[config.mk]
export PLATFORM = sky130hd
export DESIGN_NAME = ballistic_pitch_compensator_core
export DESIGN_NICKNAME = d
export VERILOG_FILES = /design/src/hdl/bpc_pkg.sv /design/src/hdl/ballistic_pitch_compensator_core.sv /design/src/hdl/bpc_ctrl.sv /design/src/hdl/bpc_dpath.sv
export SDC_FILE = /design/constraint.sdc
export NUM_CORES = 2
export LEC_CHECK = 0
export ABC_AREA = 1
export BUFFER_PORTS_ARGS = -buffer_cell sky130_fd_sc_hd__buf_2
export CORE_ASPECT_RATIO = 0.5
export CORE_MARGIN = 2
export CORE_UTILIZATION = 30
export DETAILED_ROUTE_END_ITERATION = 10
export PLACE_DENSITY = 0.49
export SYNTH_ARGS = -nofsm -noshare
export SYNTH_HDL_FRONTEND = slang
export SYNTH_HIERARCHICAL = 1
export SYNTH_SLANG_ARGS = --single-unit
[constraint.sdc]
create_clock -name i_clk -period 14.92 [get_ports i_clk]
set_clock_uncertainty 0.2 [all_clocks]
set_input_delay 2.238 -clock i_clk [delete_from_list [all_inputs] [get_ports i_clk]]
set_output_delay 2.238 -clock i_clk [all_outputs]
set_load 0.005 [all_outputs]
[src/hdl/bpc_pkg.sv]
package bpc_pkg;

    localparam int TABLE_ENTRIES_DEF = 8;
    localparam int CNT_W             = 7;

    localparam int SQ_LAST     = 2;
    localparam int SQRT_LAST   = 19;
    localparam int PROD_LAST   = 3;
    localparam int DIV_LAST    = 31;
    localparam int CORDIC_LAST = 15;

    localparam logic [1:0] ST_OK      = 2'd0;
    localparam logic [1:0] ST_INVALID = 2'd1;
    localparam logic [1:0] ST_OOR     = 2'd2;

    localparam logic [1:0] CFG_VEL  = 2'd0;
    localparam logic [1:0] CFG_MASS = 2'd1;
    localparam logic [1:0] CFG_GRAV = 2'd2;

    localparam logic [15:0] VEL_RST  = 16'd6400;
    localparam logic [15:0] MASS_RST = 16'd210;
    localparam logic [15:0] GRAV_RST = 16'd2509;

    localparam int HALF_PI_Q16    = 102944;
    localparam int PI_Q16         = 205887;
    localparam int RAD_TO_DEG_Q16 = 3754936;
    localparam int DEG_MAX_Q16    = 5898240;
    localparam int RECIP_1000     = 1073742;  // ceil(2^30/1000), exact for 20-bit ranges
    localparam int MM2_X2         = 2000000;

    typedef enum logic [4:0] {
        S_IDLE, S_SQ, S_SQRT, S_RDIV, S_VSQ, S_DMUL, S_SCAN, S_CHECK,
        S_CMG1, S_CMG2, S_PROD, S_DIVI, S_DIV, S_EINIT, S_ELEV, S_CINIT,
        S_COMP, S_DEG, S_FIN
    } t_state;

    typedef enum logic [4:0] {
        OP_NONE, OP_LOAD, OP_SQ, OP_SQRT, OP_RDIV, OP_VSQ, OP_DMUL, OP_SCAN,
        OP_CMG1, OP_CMG2, OP_PROD, OP_DIVI, OP_DIV, OP_EINIT, OP_CORDIC,
        OP_CINIT, OP_DEG, OP_OUT
    } t_op;

    typedef struct packed {
        t_op              op;
        logic [CNT_W-1:0] cnt;
        logic [1:0]       status;
    } t_dp_cmd;

    typedef struct packed {
        logic invalid;
        logic found;
        logic sat;
    } t_dp_stat;

    function automatic logic [16:0] atan_q16(input logic [3:0] i);
        logic [16:0] v;
        case (i)
            4'd0:    v = 17'd51472;
            4'd1:    v = 17'd30386;
            4'd2:    v = 17'd16055;
            4'd3:    v = 17'd8150;
            4'd4:    v = 17'd4091;
            4'd5:    v = 17'd2047;
            4'd6:    v = 17'd1024;
            4'd7:    v = 17'd512;
            4'd8:    v = 17'd256;
            4'd9:    v = 17'd128;
            4'd10:   v = 17'd64;
            4'd11:   v = 17'd32;
            4'd12:   v = 17'd16;
            4'd13:   v = 17'd8;
            4'd14:   v = 17'd4;
            4'd15:   v = 17'd2;
            default: v = 17'd0;
        endcase
        return v;
    endfunction

endpackage

[src/hdl/ballistic_pitch_compensator_core.sv]
// Ballistic pitch compensator.
// Input channel (i_valid/o_ready): one transaction is either a table write
// (i_req_type=1: slot, key in whole metres, Q8.8 coefficient) or an aim
// request (i_req_type=0: target x/y/z in mm). Writes finish in the accept
// cycle and return nothing; slots beyond the table are dropped.
// Output channel (o_valid/i_ready): one transaction per aim request with
// pitch (Q3.16 rad), compensation (Q7.16 deg), horizontal range (mm), status.
// Config channel (i_cfg_valid/o_cfg_ready): always ready; index 0 velocity,
// 1 mass, 2 gravity; other indexes ignored. Write only while idle.
// Sequence: three squares, the 20-step square root, the one-entry-per-cycle
// table scan, the 32-step divider (skipped when the quotient saturates) and
// two 16-step CORDIC passes; an invalid or out-of-range status goes from the
// table check straight to the result. The multiplications share one 32x24
// multiplier. Only one aim is in flight: the next request is accepted in the
// cycle after the previous result enters the output register.
// If the receiver stalls, a finished result waits there and the sequencer
// holds in its final state.
// Reset: control and configuration registers return to their defaults, all table slots become invalid.
module ballistic_pitch_compensator_core #(
    parameter int TABLE_ENTRIES = bpc_pkg::TABLE_ENTRIES_DEF
) (
    input  logic               i_clk,
    input  logic               i_rst_n,
    input  logic               i_valid,
    output logic               o_ready,
    input  logic               i_req_type,
    input  logic signed [19:0] i_target_x,
    input  logic signed [19:0] i_target_y,
    input  logic signed [19:0] i_target_z,
    input  logic [2:0]         i_entry_index,
    input  logic [9:0]         i_entry_range,
    input  logic [15:0]        i_entry_coef,
    output logic               o_valid,
    input  logic               i_ready,
    output logic signed [18:0] o_pitch,
    output logic [22:0]        o_comp_degrees,
    output logic [19:0]        o_range_out,
    output logic [1:0]         o_status,
    input  logic               i_cfg_valid,
    output logic               o_cfg_ready,
    input  logic [1:0]         i_cfg_index,
    input  logic [15:0]        i_cfg_data
);

    bpc_pkg::t_dp_cmd  cmd;
    bpc_pkg::t_dp_stat stat;

    // config writes never stall
    assign o_cfg_ready = 1'b1;

    bpc_ctrl #(
        .TABLE_ENTRIES(TABLE_ENTRIES)
    ) u_ctrl (
        .i_clk      (i_clk),
        .i_rst_n    (i_rst_n),
        .i_valid    (i_valid),
        .i_req_type (i_req_type),
        .o_ready    (o_ready),
        .o_valid    (o_valid),
        .i_ready    (i_ready),
        .o_cmd      (cmd),
        .i_stat     (stat)
    );

    // datapath: squares, root, table scan, divider, CORDIC, output register
    bpc_dpath #(
        .TABLE_ENTRIES(TABLE_ENTRIES)
    ) u_dpath (
        .i_clk          (i_clk),
        .i_rst_n        (i_rst_n),
        .i_cfg_we       (i_cfg_valid && o_cfg_ready),
        .i_cfg_index    (i_cfg_index),
        .i_cfg_data     (i_cfg_data),
        .i_req_type     (i_req_type),
        .i_target_x     (i_target_x),
        .i_target_y     (i_target_y),
        .i_target_z     (i_target_z),
        .i_entry_index  (i_entry_index),
        .i_entry_range  (i_entry_range),
        .i_entry_coef   (i_entry_coef),
        .i_cmd          (cmd),
        .o_stat         (stat),
        .o_pitch        (o_pitch),
        .o_comp_degrees (o_comp_degrees),
        .o_range_out    (o_range_out),
        .o_status       (o_status)
    );

endmodule

[src/hdl/bpc_ctrl.sv]
module bpc_ctrl #(
    parameter int TABLE_ENTRIES = bpc_pkg::TABLE_ENTRIES_DEF
) (
    input  logic               i_clk,
    input  logic               i_rst_n,
    input  logic               i_valid,
    input  logic               i_req_type,
    output logic               o_ready,
    output logic               o_valid,
    input  logic               i_ready,
    output bpc_pkg::t_dp_cmd   o_cmd,
    input  bpc_pkg::t_dp_stat  i_stat
);

    bpc_pkg::t_state               r_state, n_state;
    logic [bpc_pkg::CNT_W-1:0]     r_cnt, n_cnt;
    logic [1:0]                    r_status, n_status;
    logic                          r_ovalid, n_ovalid;
    logic                          accept;
    logic                          fire;

    assign o_ready = (r_state == bpc_pkg::S_IDLE);
    assign o_valid = r_ovalid;
    assign accept  = i_valid && o_ready;
    assign fire    = (r_state == bpc_pkg::S_FIN) && (!r_ovalid || i_ready);

    // next state
    always_comb begin
        n_state  = r_state;
        n_cnt    = r_cnt + 1'b1;
        n_status = r_status;
        case (r_state)
            bpc_pkg::S_IDLE: begin
                if (accept && !i_req_type) n_state = bpc_pkg::S_SQ;
            end
            bpc_pkg::S_SQ: begin
                if (r_cnt == bpc_pkg::CNT_W'(bpc_pkg::SQ_LAST)) n_state = bpc_pkg::S_SQRT;
            end
            bpc_pkg::S_SQRT: begin
                if (r_cnt == bpc_pkg::CNT_W'(bpc_pkg::SQRT_LAST)) n_state = bpc_pkg::S_RDIV;
            end
            bpc_pkg::S_RDIV: n_state = bpc_pkg::S_VSQ;
            bpc_pkg::S_VSQ:  n_state = bpc_pkg::S_DMUL;
            bpc_pkg::S_DMUL: n_state = bpc_pkg::S_SCAN;
            bpc_pkg::S_SCAN: begin
                if (r_cnt == bpc_pkg::CNT_W'(TABLE_ENTRIES)) n_state = bpc_pkg::S_CHECK;
            end
            bpc_pkg::S_CHECK: begin
                if (i_stat.invalid) begin
                    n_status = bpc_pkg::ST_INVALID;
                    n_state  = bpc_pkg::S_FIN;
                end else if (!i_stat.found) begin
                    n_status = bpc_pkg::ST_OOR;
                    n_state  = bpc_pkg::S_FIN;
                end else begin
                    n_status = bpc_pkg::ST_OK;
                    n_state  = bpc_pkg::S_CMG1;
                end
            end
            bpc_pkg::S_CMG1: n_state = bpc_pkg::S_CMG2;
            bpc_pkg::S_CMG2: n_state = bpc_pkg::S_PROD;
            bpc_pkg::S_PROD: begin
                if (r_cnt == bpc_pkg::CNT_W'(bpc_pkg::PROD_LAST)) n_state = bpc_pkg::S_DIVI;
            end
            bpc_pkg::S_DIVI: begin
                n_state = i_stat.sat ? bpc_pkg::S_EINIT : bpc_pkg::S_DIV;
            end
            bpc_pkg::S_DIV: begin
                if (r_cnt == bpc_pkg::CNT_W'(bpc_pkg::DIV_LAST)) n_state = bpc_pkg::S_EINIT;
            end
            bpc_pkg::S_EINIT: n_state = bpc_pkg::S_ELEV;
            bpc_pkg::S_ELEV: begin
                if (r_cnt == bpc_pkg::CNT_W'(bpc_pkg::CORDIC_LAST)) n_state = bpc_pkg::S_CINIT;
            end
            bpc_pkg::S_CINIT: n_state = bpc_pkg::S_COMP;
            bpc_pkg::S_COMP: begin
                if (r_cnt == bpc_pkg::CNT_W'(bpc_pkg::CORDIC_LAST)) n_state = bpc_pkg::S_DEG;
            end
            bpc_pkg::S_DEG: n_state = bpc_pkg::S_FIN;
            bpc_pkg::S_FIN: begin
                if (fire) n_state = bpc_pkg::S_IDLE;
            end
            default: n_state = bpc_pkg::S_IDLE;
        endcase
        if (n_state != r_state) n_cnt = '0;
    end

    // commands
    always_comb begin
        o_cmd.cnt    = r_cnt;
        o_cmd.status = r_status;
        case (r_state)
            bpc_pkg::S_IDLE:  o_cmd.op = accept ? bpc_pkg::OP_LOAD : bpc_pkg::OP_NONE;
            bpc_pkg::S_SQ:    o_cmd.op = bpc_pkg::OP_SQ;
            bpc_pkg::S_SQRT:  o_cmd.op = bpc_pkg::OP_SQRT;
            bpc_pkg::S_RDIV:  o_cmd.op = bpc_pkg::OP_RDIV;
            bpc_pkg::S_VSQ:   o_cmd.op = bpc_pkg::OP_VSQ;
            bpc_pkg::S_DMUL:  o_cmd.op = bpc_pkg::OP_DMUL;
            bpc_pkg::S_SCAN:  o_cmd.op = bpc_pkg::OP_SCAN;
            bpc_pkg::S_CMG1:  o_cmd.op = bpc_pkg::OP_CMG1;
            bpc_pkg::S_CMG2:  o_cmd.op = bpc_pkg::OP_CMG2;
            bpc_pkg::S_PROD:  o_cmd.op = bpc_pkg::OP_PROD;
            bpc_pkg::S_DIVI:  o_cmd.op = bpc_pkg::OP_DIVI;
            bpc_pkg::S_DIV:   o_cmd.op = bpc_pkg::OP_DIV;
            bpc_pkg::S_EINIT: o_cmd.op = bpc_pkg::OP_EINIT;
            bpc_pkg::S_ELEV:  o_cmd.op = bpc_pkg::OP_CORDIC;
            bpc_pkg::S_CINIT: o_cmd.op = bpc_pkg::OP_CINIT;
            bpc_pkg::S_COMP:  o_cmd.op = bpc_pkg::OP_CORDIC;
            bpc_pkg::S_DEG:   o_cmd.op = bpc_pkg::OP_DEG;
            bpc_pkg::S_FIN:   o_cmd.op = fire ? bpc_pkg::OP_OUT : bpc_pkg::OP_NONE;
            default:          o_cmd.op = bpc_pkg::OP_NONE;
        endcase
    end

    always_comb begin
        n_ovalid = r_ovalid && !i_ready;
        if (fire) n_ovalid = 1'b1;
    end

    always_ff @(posedge i_clk) begin
        if (!i_rst_n) begin
            r_state  <= bpc_pkg::S_IDLE;
            r_cnt    <= '0;
            r_status <= bpc_pkg::ST_OK;
            r_ovalid <= 1'b0;
        end else begin
            r_state  <= n_state;
            r_cnt    <= n_cnt;
            r_status <= n_status;
            r_ovalid <= n_ovalid;
        end
    end

    a_write_one_cycle: assert property (@(posedge i_clk) disable iff (!i_rst_n)
        (accept && i_req_type) |=> (r_state == bpc_pkg::S_IDLE))
        else $error("table write left idle");

    a_drain: assert property (@(posedge i_clk) disable iff (!i_rst_n)
        (r_ovalid && i_ready && !fire) |=> !r_ovalid)
        else $error("result not retired");

    a_div_bound: assert property (@(posedge i_clk) disable iff (!i_rst_n)
        (r_state == bpc_pkg::S_DIV) |-> (r_cnt <= bpc_pkg::CNT_W'(bpc_pkg::DIV_LAST)))
        else $error("divider overran");

    a_ok_path: assert property (@(posedge i_clk) disable iff (!i_rst_n)
        (r_state == bpc_pkg::S_CMG1) |-> (i_stat.found && !i_stat.invalid
                                          && r_status == bpc_pkg::ST_OK))
        else $error("compensation started without a table match");

endmodule

[src/hdl/bpc_dpath.sv]
module bpc_dpath #(
    parameter int TABLE_ENTRIES = bpc_pkg::TABLE_ENTRIES_DEF
) (
    input  logic                i_clk,
    input  logic                i_rst_n,
    input  logic                i_cfg_we,
    input  logic [1:0]          i_cfg_index,
    input  logic [15:0]         i_cfg_data,
    input  logic                i_req_type,
    input  logic signed [19:0]  i_target_x,
    input  logic signed [19:0]  i_target_y,
    input  logic signed [19:0]  i_target_z,
    input  logic [2:0]          i_entry_index,
    input  logic [9:0]          i_entry_range,
    input  logic [15:0]         i_entry_coef,
    input  bpc_pkg::t_dp_cmd    i_cmd,
    output bpc_pkg::t_dp_stat   o_stat,
    output logic signed [18:0]  o_pitch,
    output logic [22:0]         o_comp_degrees,
    output logic [19:0]         o_range_out,
    output logic [1:0]          o_status
);

    localparam int AW = (TABLE_ENTRIES > 1) ? $clog2(TABLE_ENTRIES) : 1;
    localparam logic signed [19:0] HALF_PI = 20'(bpc_pkg::HALF_PI_Q16);
    localparam logic signed [19:0] PI      = 20'(bpc_pkg::PI_Q16);

    // configuration
    logic [15:0] r_vel, r_mass, r_grav;

    always_ff @(posedge i_clk) begin
        if (!i_rst_n) begin
            r_vel  <= bpc_pkg::VEL_RST;
            r_mass <= bpc_pkg::MASS_RST;
            r_grav <= bpc_pkg::GRAV_RST;
        end else if (i_cfg_we) begin
            case (i_cfg_index)
                bpc_pkg::CFG_VEL:  r_vel  <= i_cfg_data;
                bpc_pkg::CFG_MASS: r_mass <= i_cfg_data;
                bpc_pkg::CFG_GRAV: r_grav <= i_cfg_data;
                default: ;
            endcase
        end
    end

    // coefficient table
    logic [9:0]               mem_key  [TABLE_ENTRIES];
    logic [15:0]              mem_coef [TABLE_ENTRIES];
    logic [TABLE_ENTRIES-1:0] r_valid;
    logic [AW+2:0]            wr_ext;
    logic [AW-1:0]            wr_addr;
    logic                     wr_en;
    logic                     scan_rd;
    logic [AW-1:0]            rd_addr;
    logic [9:0]               r_rd_key;
    logic [15:0]              r_rd_coef;
    logic [AW-1:0]            r_rd_idx;

    assign wr_ext  = (AW + 3)'(i_entry_index);
    assign wr_addr = wr_ext[AW-1:0];
    assign wr_en   = (i_cmd.op == bpc_pkg::OP_LOAD) && i_req_type
                     && (wr_ext < (AW + 3)'(TABLE_ENTRIES));
    assign scan_rd = (i_cmd.op == bpc_pkg::OP_SCAN)
                     && (i_cmd.cnt < bpc_pkg::CNT_W'(TABLE_ENTRIES));
    assign rd_addr = i_cmd.cnt[AW-1:0];

    always_ff @(posedge i_clk) begin
        if (wr_en) begin
            mem_key[wr_addr]  <= i_entry_range;
            mem_coef[wr_addr] <= i_entry_coef;
        end
        if (scan_rd) begin
            r_rd_key  <= mem_key[rd_addr];
            r_rd_coef <= mem_coef[rd_addr];
            r_rd_idx  <= rd_addr;
        end
    end

    // arithmetic state
    logic signed [19:0] r_x, r_y, r_z;
    logic [39:0]        r_sxy, r_s3, r_sqsh;
    logic [21:0]        r_rem_sq;
    logic [19:0]        r_root;
    logic [9:0]         r_range_m;
    logic [31:0]        r_vsq;
    logic [52:0]        r_d;
    logic               r_found;
    logic [9:0]         r_best_key;
    logic [15:0]        r_best_coef;
    logic [47:0]        r_cmg;
    logic [87:0]        r_p;
    logic [52:0]        r_rem;
    logic [31:0]        r_plo;
    logic [31:0]        r_q;
    logic signed [43:0] r_cx, r_cy;
    logic signed [19:0] r_ang;
    logic signed [18:0] r_elev;
    logic signed [18:0] r_pitch;
    logic [22:0]        r_deg;
    logic signed [18:0] r_o_pitch;
    logic [22:0]        r_o_deg;
    logic [19:0]        r_o_range;
    logic [1:0]         r_o_status;

    // shared multiplier
    logic [19:0] abs_x, abs_y, abs_z, abs_sel;
    logic [31:0] m_a;
    logic [23:0] m_b;
    logic [55:0] m_p;
    logic [16:0] comp_cl;

    assign abs_x = r_x[19] ? 20'(-r_x) : 20'(r_x);
    assign abs_y = r_y[19] ? 20'(-r_y) : 20'(r_y);
    assign abs_z = r_z[19] ? 20'(-r_z) : 20'(r_z);
    assign abs_sel = (i_cmd.cnt[1:0] == 2'd0) ? abs_x :
                     (i_cmd.cnt[1:0] == 2'd1) ? abs_y : abs_z;
    assign comp_cl = r_ang[19] ? 17'd0 :
                     (r_ang > HALF_PI) ? 17'(bpc_pkg::HALF_PI_Q16) : r_ang[16:0];

    always_comb begin
        case (i_cmd.op)
            bpc_pkg::OP_SQ: begin
                m_a = 32'(abs_sel);
                m_b = 24'(abs_sel);
            end
            bpc_pkg::OP_RDIV: begin
                m_a = 32'(r_root);
                m_b = 24'(bpc_pkg::RECIP_1000);
            end
            bpc_pkg::OP_VSQ: begin
                m_a = 32'(r_vel);
                m_b = 24'(r_vel);
            end
            bpc_pkg::OP_DMUL: begin
                m_a = r_vsq;
                m_b = 24'(bpc_pkg::MM2_X2);
            end
            bpc_pkg::OP_CMG1: begin
                m_a = 32'(r_best_coef);
                m_b = 24'(r_mass);
            end
            bpc_pkg::OP_CMG2: begin
                m_a = r_cmg[31:0];
                m_b = 24'(r_grav);
            end
            bpc_pkg::OP_PROD: begin
                m_a = i_cmd.cnt[0] ? 32'(r_s3[39:20]) : 32'(r_s3[19:0]);
                m_b = i_cmd.cnt[1] ? r_cmg[47:24] : r_cmg[23:0];
            end
            bpc_pkg::OP_DEG: begin
                m_a = 32'(comp_cl);
                m_b = 24'(bpc_pkg::RAD_TO_DEG_Q16);
            end
            default: begin
                m_a = '0;
                m_b = '0;
            end
        endcase
    end

    assign m_p = 56'(m_a) * 56'(m_b);

    // partial product placement
    logic [6:0]  pp_sh;
    logic [87:0] pp_term;
    always_comb begin
        case (i_cmd.cnt[1:0])
            2'd0:    pp_sh = 7'd0;
            2'd1:    pp_sh = 7'd20;
            2'd2:    pp_sh = 7'd24;
            default: pp_sh = 7'd44;
        endcase
    end
    assign pp_term = 88'(m_p[43:0]) << pp_sh;

    // square root digit
    logic [23:0] sq_t;
    logic [23:0] sq_trial;
    logic        sq_ge;
    assign sq_t     = {r_rem_sq, r_sqsh[39:38]};
    assign sq_trial = 24'({r_root, 2'b01});
    assign sq_ge    = sq_t >= sq_trial;

    // divider step
    logic [53:0] dv_t;
    logic        dv_ge;
    assign dv_t  = {r_rem, r_plo[31]};
    assign dv_ge = dv_t >= 54'(r_d);

    // CORDIC step
    logic [3:0]         ci;
    logic signed [43:0] dx, dy;
    logic signed [19:0] at;
    assign ci = i_cmd.cnt[3:0];
    assign dx = r_cx >>> ci;
    assign dy = r_cy >>> ci;
    assign at = signed'(20'(bpc_pkg::atan_q16(ci)));

    // scan compare
    logic hit;
    assign hit = (i_cmd.op == bpc_pkg::OP_SCAN) && (i_cmd.cnt != '0)
                 && r_valid[r_rd_idx] && (r_rd_key >= r_range_m)
                 && (!r_found || (r_rd_key < r_best_key));

    // degrees and pitch
    logic [39:0]        deg_sum;
    logic signed [19:0] pitch_sum;
    assign deg_sum   = 40'(m_p[38:0]) + 40'd32768;
    assign pitch_sum = 20'(r_elev) + signed'({3'b000, comp_cl});

    always_ff @(posedge i_clk) begin
        if (!i_rst_n) begin
            r_valid <= '0;
            r_found <= 1'b0;
        end else begin
            if (wr_en) r_valid[wr_addr] <= 1'b1;
            if (i_cmd.op == bpc_pkg::OP_LOAD) r_found <= 1'b0;
            else if (hit) r_found <= 1'b1;
        end
    end

    always_ff @(posedge i_clk) begin
        if (hit) begin
            r_best_key  <= r_rd_key;
            r_best_coef <= r_rd_coef;
        end
        case (i_cmd.op)
            bpc_pkg::OP_LOAD: begin
                r_x <= i_target_x;
                r_y <= i_target_y;
                r_z <= i_target_z;
            end
            bpc_pkg::OP_SQ: begin
                case (i_cmd.cnt[1:0])
                    2'd0: r_sxy <= m_p[39:0];
                    2'd1: r_sxy <= r_sxy + m_p[39:0];
                    default: begin
                        r_s3     <= r_sxy + m_p[39:0];
                        r_sqsh   <= r_sxy;
                        r_rem_sq <= '0;
                        r_root   <= '0;
                    end
                endcase
            end
            bpc_pkg::OP_SQRT: begin
                r_sqsh <= {r_sqsh[37:0], 2'b00};
                if (sq_ge) begin
                    r_rem_sq <= 22'(sq_t - sq_trial);
                    r_root   <= {r_root[18:0], 1'b1};
                end else begin
                    r_rem_sq <= sq_t[21:0];
                    r_root   <= {r_root[18:0], 1'b0};
                end
            end
            bpc_pkg::OP_RDIV: r_range_m <= m_p[39:30];
            bpc_pkg::OP_VSQ:  r_vsq <= m_p[31:0];
            bpc_pkg::OP_DMUL: r_d <= m_p[52:0];
            bpc_pkg::OP_CMG1: r_cmg <= 48'(m_p[31:0]);
            bpc_pkg::OP_CMG2: begin
                r_cmg <= m_p[47:0];
                r_p   <= '0;
            end
            bpc_pkg::OP_PROD: r_p <= r_p + pp_term;
            bpc_pkg::OP_DIVI: begin
                r_rem <= r_p[84:32];
                r_plo <= r_p[31:0];
                r_q   <= '1;
            end
            bpc_pkg::OP_DIV: begin
                r_rem <= dv_ge ? 53'(dv_t - 54'(r_d)) : dv_t[52:0];
                r_plo <= {r_plo[30:0], 1'b0};
                r_q   <= {r_q[30:0], dv_ge};
            end
            bpc_pkg::OP_EINIT: begin
                r_cx  <= signed'({4'b0000, r_root, 20'd0});
                r_cy  <= signed'({{4{r_z[19]}}, r_z, 20'd0});
                r_ang <= '0;
            end
            bpc_pkg::OP_CORDIC: begin
                if (!r_cy[43]) begin
                    r_cx  <= r_cx + dy;
                    r_cy  <= r_cy - dx;
                    r_ang <= r_ang + at;
                end else begin
                    r_cx  <= r_cx - dy;
                    r_cy  <= r_cy + dx;
                    r_ang <= r_ang - at;
                end
            end
            bpc_pkg::OP_CINIT: begin
                if (r_ang > HALF_PI)       r_elev <= 19'(HALF_PI);
                else if (r_ang < -HALF_PI) r_elev <= 19'(-HALF_PI);
                else                       r_elev <= r_ang[18:0];
                r_cx  <= 44'sd16777216;
                r_cy  <= signed'({4'b0000, r_q, 8'd0});
                r_ang <= '0;
            end
            bpc_pkg::OP_DEG: begin
                r_deg <= (deg_sum[39:16] > 24'(bpc_pkg::DEG_MAX_Q16))
                         ? 23'(bpc_pkg::DEG_MAX_Q16) : deg_sum[38:16];
                if (pitch_sum > PI)       r_pitch <= 19'(PI);
                else if (pitch_sum < -PI) r_pitch <= 19'(-PI);
                else                      r_pitch <= pitch_sum[18:0];
            end
            bpc_pkg::OP_OUT: begin
                r_o_pitch  <= (i_cmd.status == bpc_pkg::ST_OK) ? r_pitch : '0;
                r_o_deg    <= (i_cmd.status == bpc_pkg::ST_OK) ? r_deg : '0;
                r_o_range  <= r_root;
                r_o_status <= i_cmd.status;
            end
            default: ;
        endcase
    end

    assign o_stat.invalid = (r_root == '0) || (r_vel == '0);
    assign o_stat.found   = r_found;
    assign o_stat.sat     = r_p[87:32] >= 56'(r_d);

    assign o_pitch        = r_o_pitch;
    assign o_comp_degrees = r_o_deg;
    assign o_range_out    = r_o_range;
    assign o_status       = r_o_status;

endmodule

==> results.md <==
Outcome:
- The flow ran to the end, and the final reports show no timing, DRC or antenna violations.

Global routing:
- The via count of the first global-routing pass came to 90900.
- The largest net degree at the start of global routing is between 100 and 150.
- The global router's overall resource usage is 0.238.
- The total overflow left after global routing is 0.
- The initial antenna violation count is 20.
- The global-route wire length before repair is 611000 um.

Critical path:
- The timing endpoint of the critical path is u_dpath/r_p[51].
- The type of origin of the critical path is a primary input.
- At the worst endpoint, the arrival time is 15060 ps.
- At the worst endpoint, the required time is 15430 ps.
- In this run the critical register-to-register path is captured at u_dpath/r_p[76].
- The number of cell instances on the worst register-to-register path is 58.
- The largest single stage delay on the critical path is 850 ps.
- The startpoint of the most critical setup path is i_valid.
- The flop-to-flop setup slack is a little under 900 ps.
- The startpoint identified for the worst register-to-register timing path is u_ctrl/r_cnt[0].
- The critical path in this run is classified as primary input to flop.
- On the critical path, the stage with the largest delay is an instance of sky130_fd_sc_hd__xor2_1.
- Of all nets on the critical path, the largest fanout is 27.
- The element type at the critical path end is a flop.

Synthesis:
- By area, the combinational part of the netlist is dominated by adder cells.
- The share of synthesized area in the top cell type comes to 0.315.
- The async set or reset register ratio after synthesis is 0.
- Of the total synthesized cell area, the portion taken by AND, OR, NAND and NOR gates is 0.200.
- The share of the synthesized area in compound gates (AO/OA/AOI/OAI) is 0.137.
- The Yosys step of the flow raised 6 warnings.
- The sequential share of the synthesized area is 0.329.
- The cell accounting for the most synthesized area is sky130_fd_sc_hd__edfxtp_1.
- The number of different library cells in the post-synthesis netlist is 80.
- In the post-synthesis netlist, the biggest area contributors are sky130_fd_sc_hd__edfxtp_1 31%, sky130_fd_sc_hd__fa_1 13%, sky130_fd_sc_hd__nand2_1 11%, sky130_fd_sc_hd__inv_1 8.4%, sky130_fd_sc_hd__ha_1 7.0%.
- Synthesis handed over a netlist of around 13000 instances.
- For this run, the leading register cell type out of synthesis is sky130_fd_sc_hd__edfxtp_1.
- The fraction of synthesized area in multiplexers is 0.00735.
- The synthesized design contains between 1000 and 1500 register bits.
- Of the total synthesized cell area, the portion taken by XOR and XNOR cells is 0.0231.
- Each instance of the synthesized netlist takes up on average between 7 and 8 um2.
- After synthesis the cells add up to 0.102 mm2.
- The post-synthesis share of cell area spent on full adders, half adders and majority gates is 0.201.
- Counting flops with a built-in enable in the synthesized netlist gives 1066.

Routing:
- Dividing the detail-routed wire length by the instance count gives 22.6 um.
- The routed layout has 92600 vias.
- For this block, the routed nets add up to 416000 um of wire.
- The first detailed-routing pass took 6 iterations.
- The detailed router finished its first iteration with 8674 violations.
- Once detail routing completed, the nets flagged for antenna violations numbered 0.
- Using the TritonRoute via totals, the vias-per-cell ratio works out to 5.02.
- The total DRC errors in the routed layout is 0.

Finish:
- The final non-filler cell total is 18400.
- Leaving out fill and tap cells, the most frequent cells in the layout are 2931 x sky130_fd_sc_hd__nand2_1, 2260 x sky130_fd_sc_hd__inv_1, 1300 x sky130_fd_sc_hd__nor2_1, 1066 x sky130_fd_sc_hd__edfxtp_1, 924 x sky130_fd_sc_hd__buf_4.
- The utilization of the core after routing is 0.350.
- The final instance area is roughly 0.12 mm2.
- The area of the multi-input gates is 0.0583 mm2.
- The filler cell count in the final layout is 35700.
- The layout overhead on the synthesized area is 16.5%.
- The layout cell share with drive strength beyond 1 is 0.113.
- The library cell used most frequently in the layout, excluding fill and tap cells, is sky130_fd_sc_hd__nand2_1.
- In the final layout, flip-flops and latches occupy between 0.03 and 0.04 mm2.
- In the final design database the tool counted 15200 nets.

STA:
- In this run the tightest slew margin relative to its limit is 0.0959.
- The worst-case hold slack is about 220 ps.
- Setup repair after global routing left no endpoint under its margin.
- The hold violation count in the final report is 0.
- The final worst-path cycle share is 0.975.
- Setup violations remaining at the end of the flow were counted as 0.
- The maximum frequency from static timing analysis is 68.7 MHz.
- The max-slew violation total from the final report was 0.
- The worst-margin pin slew is 1320 ps.
- The shortest clock period the worst path allows after layout is 14550 ps.

Die:
- In this run the count of I/O pins placed on the die edge is 180.
- The floorplan step set the die height to 416 um.
- The die width is 827 um.
- The overall die area is ~0.34 mm2.
- The area inside the core boundary is 0.338 mm2.
- The initial utilization of the core area, before any placement, comes to 0.301.
- The number of placement rows is 151.

Worst hold path:
- In this run the worst hold path is classified as flop to flop.
- The startpoint identified for the worst hold timing path is u_dpath/r_rd_coef[12].

CTS:
- The longest clock path from root to sink contains 3 buffers.
- The clock tree synthesis step divided the H-tree into 3 levels.
- The number of buffers inserted by hold repair at cts is 0.
- After clock tree synthesis, the clock-pin slew on the worst setup and hold paths is 60 ps.
- TritonCTS created 118 clock buffers.
- CTS saw 1138 sinks.
- TritonCTS built the clock tree.
- The worst-skew pair later-pin latency is between 800 and 900 ps.
- The post-cts gate resize count is 0.
- The master cell of the clock root buffer is sky130_fd_sc_hd__clkbuf_16.
- In this run the post-CTS setup repair buffer count came out at 0.

Pwr:
- The worst-case vdd ir drop is 0.0995 mV.
- Power spread over the standard cell area amounts to 93.8 mW/mm2.
- The analysis attributes to cell leakage a power of roughly 54 nW.

Place:
- Buffers placed on the I/O ports in this run total about 180.
- Summed over all nets, the half-perimeter wirelength after detailed placement is ~330000 um.
- The last weighted congestion value of the routability-driven placer is 0.971.
- After detailed placement, the design holds a cell count of between 15000 and 20000.
- After detailed placement, the total cell area comes to 0.114 mm2.

Job:
- The total of max-cap violations is 0.
-- power by group --
| part | leakage [nW] | total [mW] | switching (mW) | internal (mW) |
|---|---|---|---|---|
| registers | 10.7 | 3.70 | 0.0925 | 3.61 |
| logic | 41.5 | 4.15 | 2.79 | 1.36 |
| clock network | 1.99 | 3.25 | 1.51 | 1.74 |
-- metrics by stage --
step / worst slack (ps) / setup TNS, ps / power [mW]
after floorplan: 1150 / 0 / 6.09
after global placement: -776 / -18680 / 7.84
after detailed placement: -719 / -11550 / 7.83
after CTS: 199 / 0 / 11.1
after global routing: 19.2 / 0 / 11.7
final: 373 / 0 / 11.1
-- metal layers --
layer,routed length [um],part of all wire,global-route usage
met1,192000,0.46,0.339
met2,183000,0.44,0.374
met3,26800,0.064,0.0337
met4,14100,0.034,0.0690
met5,27,0.000065,0
-- state kept, by name, summed over array words and instances, names as in the netlist, 20 cells and up --
name                    flops
u_dpath/mem_coef          128
u_dpath/r_root             20
u_dpath/r_d                53
u_dpath/r_p                88
u_dpath/r_s3               40
u_dpath/r_cy               44
u_dpath/r_q                32
u_dpath/r_y                20
u_dpath/r_sxy              40
u_dpath/r_deg              23
u_dpath/mem_key            80
u_dpath/r_sqsh             40
u_dpath/r_rem              53
u_dpath/r_cmg              48
u_dpath/r_plo              32
u_dpath/r_x                20
u_dpath/r_ang              20
u_dpath/r_vsq              32
u_dpath/r_z                20
u_dpath/r_rem_sq           22
u_dpath/o_comp_degrees     23
u_dpath/r_cx               44
u_dpath/o_range_out        20
-- Yosys cell counts (20+ instances only) --
master,count
sky130_fd_sc_hd__nor2_2,25
sky130_fd_sc_hd__a21boi_0,20
sky130_fd_sc_hd__xnor2_1,84
sky130_fd_sc_hd__clkbuf_1,284
sky130_fd_sc_hd__o21ai_1,148
sky130_fd_sc_hd__a21oi_1,860
sky130_fd_sc_hd__buf_2,63
sky130_fd_sc_hd__dfxtp_1,72
sky130_fd_sc_hd__a211oi_1,24
sky130_fd_sc_hd__buf_1,44
sky130_fd_sc_hd__inv_1,2263
sky130_fd_sc_hd__o221ai_1,49
sky130_fd_sc_hd__or2_2,31
sky130_fd_sc_hd__o21ai_0,913
sky130_fd_sc_hd__nand3_1,326
sky130_fd_sc_hd__o22ai_1,63
sky130_fd_sc_hd__a21o_1,23
sky130_fd_sc_hd__nand4_1,102
sky130_fd_sc_hd__nand2_1,2933
sky130_fd_sc_hd__xor2_1,182
sky130_fd_sc_hd__fa_1,663
sky130_fd_sc_hd__ha_1,572
sky130_fd_sc_hd__nor2_1,1323
sky130_fd_sc_hd__o21bai_1,31
sky130_fd_sc_hd__nor3_1,113
sky130_fd_sc_hd__edfxtp_1,1066
sky130_fd_sc_hd__inv_2,31
sky130_fd_sc_hd__o21a_1,69
sky130_fd_sc_hd__nand2_2,32
sky130_fd_sc_hd__o211ai_1,69
sky130_fd_sc_hd__a31oi_1,100
sky130_fd_sc_hd__nor4_1,56
sky130_fd_sc_hd__mux2i_1,66
-- how the worst min path moves through the flow --
| stage | cells after the start | endpoint | slack, ps |
|---|---|---|---|
| 6_report | 0 | u_dpath/r_best_coef[12] | 220 |
| 5_1_grt | 0 | u_dpath/r_best_coef[10] | 240 |
| 4_1_cts | 0 | u_dpath/r_best_coef[12] | 230 |
| 3_5_place_dp | 0 | u_dpath/r_best_coef[12] | 210 |
| 3_3_place_gp | 0 | u_dpath/r_best_coef[10] | 210 |
| 2_1_floorplan | 0 | u_dpath/r_best_coef[0] | 200 |
-- worst max-delay path, delay by kind of cell --
family / cells / cell delay (ps)
adders and majority gates: 9 / 4160
AOI/OAI and AO/OA: 15 / 3150
and+or+nand+nor: 14 / 2500
buffers and inverters: 16 / 2110
xor gates and xnor gates: 1 / 850
-- cell families after synthesis --
family          Yosys count
mux                      71
simple gates           5015
compound gates         2490
other cells               3
flops                  1138
buf+inv                2721
fa+ha+maj              1235
xor+xnor                267
-- final cells by class --
type,count,area share
Multi-Input combinational cell,9121,0.492
Timing Repair Buffer,1122,0.0694
Inverter,2309,0.0733
Clock buffer,139,0.0264
Tap cell,4513,0.0477
Antenna cell,9,0.000190
Clock inverter,87,0.00838
Sequential cell,1138,0.283
(Power assumes the default switching activity.)
